[src/lnbt_pkg.sv]
// Shared types and constants for the LMS neuron bank trainer.
// No dependencies; imported by every module of the block except lnbt_ram.
package lnbt_pkg;

    localparam int NEURONS_DEF = 10;
    localparam int PIXELS_DEF  = 48;

    localparam int IN_PIX  = 48;
    localparam int W_W     = 24;
    localparam int ACC_W   = 32;
    localparam int RATE_W  = 16;
    localparam int PROD_W  = RATE_W + 1 + ACC_W;
    localparam int DELTA_W = PROD_W - 16;
    localparam int SUM_W   = DELTA_W + 1;

    localparam logic signed [W_W-1:0]   W_MAX   = {1'b0, {(W_W-1){1'b1}}};
    localparam logic signed [W_W-1:0]   W_MIN   = {1'b1, {(W_W-1){1'b0}}};
    localparam logic signed [ACC_W-1:0] ONE_Q16 = 32'sd65536;
    localparam logic signed [PROD_W-1:0] RND_HALF = PROD_W'(32768);

    typedef enum logic [1:0] {
        ACT_LOAD  = 2'd0,
        ACT_TRAIN = 2'd1,
        ACT_EVAL  = 2'd2,
        ACT_NONE  = 2'd3
    } action_t;

    localparam logic [1:0] CFG_LEARN_RATE = 2'd0;
    localparam logic [1:0] CFG_TOLERANCE  = 2'd1;

    localparam logic [RATE_W-1:0] LEARN_RATE_RST = 16'd655;
    localparam logic [RATE_W-1:0] TOLERANCE_RST  = 16'd6554;

    typedef struct packed {
        logic capture;
        logic clr_step;
        logic load_wr;
        logic scan_start;
        logic acc_clr;
        logic scan_rd;
        logic upd_mode;
        logic calc_err;
        logic calc_mul;
        logic calc_delta;
        logic result_load;
    } lnbt_cmd_t;

    typedef struct packed {
        logic    clr_last;
        logic    scan_end;
        logic    rd_pending;
        logic    nrn_ok;
        logic    widx_ok;
        action_t act;
        logic    out_free;
    } lnbt_sts_t;

endpackage

[src/lnbt_ctrl.sv]
// Sequencer of the LMS neuron bank trainer: clear pass, sum pass, update pass.
// Depends on lnbt_pkg; drives the datapath only through lnbt_cmd_t.
module lnbt_ctrl
    import lnbt_pkg::*;
(
    input  logic      clk,
    input  logic      rst_n,
    input  logic      in_valid,
    output logic      in_stall,
    input  lnbt_sts_t sts,
    output lnbt_cmd_t cmd
);

    typedef enum logic [7:0] {
        S_CLEAR    = 8'b0000_0001,
        S_IDLE     = 8'b0000_0010,
        S_DISPATCH = 8'b0000_0100,
        S_SUM      = 8'b0000_1000,
        S_ERR      = 8'b0001_0000,
        S_MUL      = 8'b0010_0000,
        S_UPD      = 8'b0100_0000,
        S_DONE     = 8'b1000_0000
    } state_t;

    state_t state_reg;
    state_t state_next;

    always_ff @(posedge clk or negedge rst_n)
    begin
        if (!rst_n)
        begin
            state_reg <= S_CLEAR;
        end
        else
        begin
            state_reg <= state_next;
        end
    end

    always_comb
    begin
        state_next = state_reg;
        cmd        = '0;
        case (state_reg)
            S_CLEAR:
            begin
                cmd.clr_step = 1'b1;
                if (sts.clr_last)
                begin
                    state_next = S_IDLE;
                end
            end
            S_IDLE:
            begin
                if (in_valid)
                begin
                    cmd.capture = 1'b1;
                    state_next  = S_DISPATCH;
                end
            end
            S_DISPATCH:
            begin
                state_next = S_DONE;
                if (sts.nrn_ok && sts.act == ACT_LOAD)
                begin
                    cmd.load_wr = sts.widx_ok;
                end
                else if (sts.nrn_ok && (sts.act inside {ACT_TRAIN, ACT_EVAL}))
                begin
                    cmd.scan_start = 1'b1;
                    cmd.acc_clr    = 1'b1;
                    state_next     = S_SUM;
                end
            end
            S_SUM:
            begin
                if (!sts.scan_end)
                begin
                    cmd.scan_rd = 1'b1;
                end
                else if (!sts.rd_pending)
                begin
                    state_next = S_ERR;
                end
            end
            S_ERR:
            begin
                cmd.calc_err = 1'b1;
                state_next   = (sts.act == ACT_TRAIN) ? S_MUL : S_DONE;
            end
            S_MUL:
            begin
                cmd.calc_mul   = 1'b1;
                cmd.scan_start = 1'b1;
                state_next     = S_UPD;
            end
            S_UPD:
            begin
                // delta is ready before the first write-back of the pass
                cmd.calc_delta = 1'b1;
                if (sts.scan_end && !sts.rd_pending)
                begin
                    state_next = S_DONE;
                end
                else if (!sts.scan_end)
                begin
                    cmd.scan_rd  = 1'b1;
                    cmd.upd_mode = 1'b1;
                end
            end
            S_DONE:
            begin
                if (sts.out_free)
                begin
                    cmd.result_load = 1'b1;
                    state_next      = S_IDLE;
                end
            end
            default:
            begin
                state_next = S_IDLE;
            end
        endcase
    end

    assign in_stall = (state_reg != S_IDLE);

endmodule

[config.mk]
export PLATFORM = sky130hd
export DESIGN_NAME = lnbt_ctrl
export DESIGN_NICKNAME = d
export VERILOG_FILES = /design/src/lnbt_pkg.sv /design/src/lnbt_ctrl.sv
export SDC_FILE = /design/constraint.sdc
export NUM_CORES = 1
export LEC_CHECK = 0
export BUFFER_PORTS_ARGS = -buffer_cell sky130_fd_sc_hd__clkbuf_2
export CAP_MARGIN = 30
export CORE_MARGIN = 8
export CORE_UTILIZATION = 44
export DETAILED_ROUTE_END_ITERATION = 10
export PLACE_DENSITY = 0.78
export SYNTH_ARGS = -nofsm -noshare
export SYNTH_HDL_FRONTEND = slang
export SYNTH_SLANG_ARGS = --single-unit
[constraint.sdc]
create_clock -name clk -period 2.1 [get_ports clk]
set_input_delay 0.315 -clock clk [delete_from_list [all_inputs] [get_ports clk]]
set_output_delay 0.315 -clock clk [all_outputs]
set_load 0.02 [all_outputs]
# Word-level counts from Yosys, hierarchy flattened
# Index checks and enable logic that the tools add are counted.
dict set report op_classes {
  n_reduce_logical 7
  eq_ne 17
  muxes 29
}
# operator n
set ops {}
lappend ops {{8-bit two-way mux} 9}
lappend ops {{8-bit one-hot mux with 8 select lines} 1}
lappend ops {{1-bit two-way mux} 13}
lappend ops {{2-bit != test, second input constant} 6}
lappend ops {{8-bit by 1-bit equality test with 1-bit output, second input constant} 1}
lappend ops {{8-bit by 2-bit equality test with 1-bit output, second input constant} 1}
lappend ops {{8-bit by 3-bit equality test with 1-bit output, second input constant} 1}
lappend ops {{8-bit by 4-bit equality test with 1-bit output, second input constant} 1}
lappend ops {{8-bit by 5-bit equality test with 1-bit output, second input constant} 1}
lappend ops {{8-bit by 6-bit equality test with 1-bit output, second input constant} 1}
lappend ops {{8-bit by 7-bit equality test with 1-bit output, second input constant} 1}
lappend ops {{8-bit equality test, second input constant} 1}
lappend ops {{2-bit two-way mux} 4}
lappend ops {{8-bit by 2-bit != test with 1-bit output, second input constant} 1}
lappend ops {{6-bit AND reduction} 1}
lappend ops {{1-bit one-hot mux with 2 select lines} 2}
lappend ops {{1-bit logical AND} 3}
lappend ops {{2-bit by 1-bit equality test with 1-bit output, second input constant} 1}
lappend ops {{2-bit equality test, second input constant} 1}
lappend ops {{2-bit logical NOT} 1}
lappend ops {{2-bit nonzero test} 1}
lappend ops {{1-bit logical NOT} 1}
dict set report totals {
  regBits 8
  output_inout_bits 12
  inputBits 11
}

# Longest topological paths before layout
dict set report logic_depth {
  depth_word 6
  mapped_depth 5
}

# Worst setup path before layout
# No wires, ideal clock.
dict set report synth_timing {
  path_type {reg-to-output}
  startpoint {reg state_reg[7]}
  endpoint {out cmd[7] in the netlist's numbering}
  stages_incl_launch_ff 4
  setup_slack_ns 0.295
  arrival_ns 1.490
  cell_sequence {dfrtp_1 -> nor4_2 -> nand3_1 -> o21ai_0}
}
# element line
set synth_lines {}
lappend synth_lines {{from (decl)} lnbt_ctrl.sv:25} ;# state_t state_reg;
lappend synth_lines {{from (signal assigned)} lnbt_ctrl.sv:36} ;# state_reg <= state_next;
lappend synth_lines {{to (decl)} lnbt_ctrl.sv:11} ;# output lnbt_cmd_t cmd

==> summary.md <==
| Metric | Value |
|---|---|
| Share of the yosys chip area belonging to registers | 0.331 |
| Share of the synthesized area in the top cell type | 0.287 |
| Maximum number of pins on one net before global-route repair | 9 |
| Critical Path Max Stage Delay | 0.44 ns |
| Post-Synthesis Net Count | 78 |
| Data required time at the worst endpoint | 1.78 ns |
| Horizontal extent of the die | 53.2 um |
| Startpoint of the most critical setup path | state_reg[7]$_DFFE_PN0P_ |
| Highest-delay cell along the critical path | sky130_fd_sc_hd__dfrtp_1 |
| Endpoint of the most critical register-to-register path | state_reg[7]$_DFFE_PN0P_ |
| Total of warnings raised by yosys | 0 |
| Mean instance size in the synthesized netlist | 9.37 um^2 |
| Clock latency on the worst-skew pair | between 0.2 and 0.3 ns |
| Crit path capture type | output port |
| HP Start | sts[7] |
| Hold-critical path depth | 2 |
| FFs w/ async S/R, synth | 1.00 |
| Antenna violations before repair | 0 |
| Detailed-router iteration count before antenna repair | 4 |
| P_int | 420 uW |
| Final number of max-transition violations | 0 |
| Cell accounting for the most synthesized area | sky130_fd_sc_hd__dfrtp_1 |
| Count of boundary I/O pins | 23 |
| List of cells traversed by the critical path | nor4_4, nand4b_1, and2_4, nor2_4, buf_6 |
| Total routing usage reported by global routing | 0.127 |
| Overall die area | ~2800 um^2 |
| Least-Margin Pin Slew | 0.439 ns |
| Die Y | 53.2 um |
| Non-Filler Cell Area, Final | 821 um^2 |
| Number of buffers created by CTS | 3 |
| CTS sink cnt | 8 |
| FF-to-FF Start | state_reg[7]$_DFFE_PN0P_ |
| WS Path Type | reg -> out |
| Std-Cell Core Area | approximately 1300 um^2 |
| Slack of the worst reg-to-reg path | 0.29 ns |
| Count of cells along the worst register-to-register path | 6 |
| DRT antenna net count | 0 |
| Switching power of the nets | roughly 280 uW |
| Multiplexer fraction of the synthesized cell area | 0 |
| Maximum operating frequency | ~500 MHz |
| Post-synthesis xor/xnor area fraction | 0 |
| Combinational fraction of design power | 0.494 |
| Global route overflow | 0 |
| Initial standard-cell utilization of the core | 0.468 |
| Area after DPL | 738 um^2 |
| Number of distinct standard cells referenced by the synthesized netlist | 33 |
| Number of buffer cells added on primary ports | 22 |
| Via density per instance | 5.91 |
| Net switching fraction of the power | 0.399 |
| Most frequent cells after synthesis | 11 x sky130_fd_sc_hd__nor2_1, 7 x sky130_fd_sc_hd__dfrtp_1, 7 x sky130_fd_sc_hd__inv_1 |
| Root Buffer Master | sky130_fd_sc_hd__clkbuf_4 |
| Final setup violating endpoints | 0 |
| Site Rows | 13 |
| Post-synth EDFFs | 0 |
| Signed area change from the synthesized netlist to the final layout | 34.7% |
| Adder and majority cell fraction of the synthesized area | 0.0411 |
| Arrival time of the worst setup path | 1.70 ns |
| Tightest Hold Check Type | in -> reg |
| Number of antenna cells inserted | 0 |
| Number of global-route vias before repair | 630 |
| Clock transition at the register clock pins on the worst setup and hold paths after CTS | around 0.060 ns |
| Netlist Area Pre-Place | between 600 and 700 um^2 |
| DRC Markers | 0 |
| Area fraction in compound gates after synthesis | 0.123 |
| Run status | complete, no violations |
| Post-detailed-routing wire length | between 1500 and 2000 um |
| Final Util | 0.631 |
| Main combinational cell family by area after synthesis | simple AND/OR/NAND/NOR gates |
| Worst Hold Margin | 0.197 ns |
| CP Launch Type | flip-flop |
| Sequential Power Share | 0.327 |
| Areal power density over the cells | roughly 850 nW/um^2 |
| Clock network power share | 0.179 |
| Slack of the critical path | 0.0806 ns |
| Initial DRC count | 19 |
| Minimum period implied by the final worst setup slack | 2.02 ns |
| Maximum capacitance violations | 0 |
| First-pass GRT wire length | between 2000 and 3000 um |
| Most repeated cell in the gate-level netlist after synthesis | sky130_fd_sc_hd__nor2_1 |
| Half-perimeter wire length of the detailed placement result | ~1400 um |
| Number of flip-flops in the largest register | 8 |
| Fraction of the mapped netlist area in simple logic gates | 0.450 |
| RSZ-0062 raised after global routing | yes |
| Worst Hold Path EP | state_reg[0]$_DFFE_PN1P_ |
| CP max FO | 5 |
| Top area cells in the synthesized netlist | sky130_fd_sc_hd__dfrtp_1 29%, sky130_fd_sc_hd__nor2_1 6.8%, sky130_fd_sc_hd__nand4b_1 5.7% |
| Portion of the clock cycle consumed by the worst path in the final layout | 0.962 |
| H-tree depth | 1 |
| Total number of vias | between 600 and 700 |
| Slew margin rel. | 0.703 |
| Fraction of layout instances using a drive strength above 1 | 0.479 |
| Hold violation total from the final report | 0 |
| Worst Clk Skew | between 0.0015 and 0.002 ns |
| Post-Place Setup Slack | roughly 0.24 ns |
| Static Leak | 0.000420 uW |
| Post-DR wirelength/cell | 15.3 um |
| Cells after synthesis | 65 |
| Synth Register Bits | 8 |
| Maximum clock insertion buffer count | 2 |
| Most used DFF post-synth | sky130_fd_sc_hd__dfrtp_1 |
| Number of nets in the layout | 108 |
| Global placement routability congestion | just under 0.8 |
| CTS tree | built |
| Max rail drop VDD | 553 uV |
routing by layer:
layer	GRT usage	vias to the layer above	part of all wire
li1	-	298	-
met2	0.211	30	0.47
met4	0.0756	0	0.023
met3	0.0448	4	0.096
met1	0.133	312	0.41
met5	0	-	0
per-stage QoR:
step,setup TNS (ns),total power (uW),instances
2_1_floorplan,0,440,65
3_3_place_gp,0,530,102
3_5_place_dp,0,540,102
4_1_cts,0,673,107
5_1_grt,-0.0126,743,109
6_report,0,699,109
cell usage in the layout, fill, tap and decap left out, types with 2 or more instances in the layout:
cell type                   n
sky130_fd_sc_hd__and2b_2    2
sky130_fd_sc_hd__and3_1     3
sky130_fd_sc_hd__buf_4      3
sky130_fd_sc_hd__clkbuf_2  20
sky130_fd_sc_hd__clkbuf_4   3
sky130_fd_sc_hd__dfrtp_1    4
sky130_fd_sc_hd__dfrtp_2    3
sky130_fd_sc_hd__ha_1       2
sky130_fd_sc_hd__inv_1      7
sky130_fd_sc_hd__nand3_1    2
sky130_fd_sc_hd__nand4b_1   4
sky130_fd_sc_hd__nor2_1    10
sky130_fd_sc_hd__nor4_4     2
sky130_fd_sc_hd__o21ai_0    2
kinds of logic after synthesis:
family	after synthesis
AND/OR/NAND/NOR	38
AO/OA/AOI/OAI	9
buffers and inverters	8
flip-flops	8
adder cells (fa/ha/maj)	2
worst max path at each step:
stage	endpoint	slack (ns)	cells after the start
2_1_floorplan	cmd[7]	0.30	3
3_3_place_gp	cmd[5]	0.31	5
3_5_place_dp	cmd[5]	0.24	5
4_1_cts	cmd[7]	0.05	5
5_1_grt	cmd[5]	-0.01	5
6_report	cmd[5]	0.08	5
critical path, delay by kind of cell (launching register included):
kind,cells,cell delay (ns)
buffers and inverters,1,0.12
AND/OR/NAND/NOR,4,0.90
flip-flops,1,0.44
area by class of cell:
cell class	count	area [um^2]
Clock buffer	4	26.3
Fill cell	123	480
Inverter	7	26.3
Multi-Input combinational cell	49	395
Sequential cell	8	205
Tap cell	15	18.8
Timing Repair Buffer	26	149
what timing repair did:
item                                   in CTS  in global routing
endpoints found under the hold margin       7                  0
buffers inserted                            0                  2
setup endpoints to repair                   2                  4
gates resized for setup                     1                 10
pin swaps                                   0                  4
hold buffers                                1                  0
power by group through the flow:
stage | Combinational (uW) | Sequential [uW] | Clock, uW
4_1_cts | 322 | 224 | 127
2_1_floorplan | 226 | 213 | 0
5_1_grt | 374 | 229 | 140
3_5_place_dp | 315 | 225 | 0
6_report | 346 | 228 | 125
3_3_place_gp | 310 | 220 | 0
Note: power is estimated with default switching activity, not from simulation.
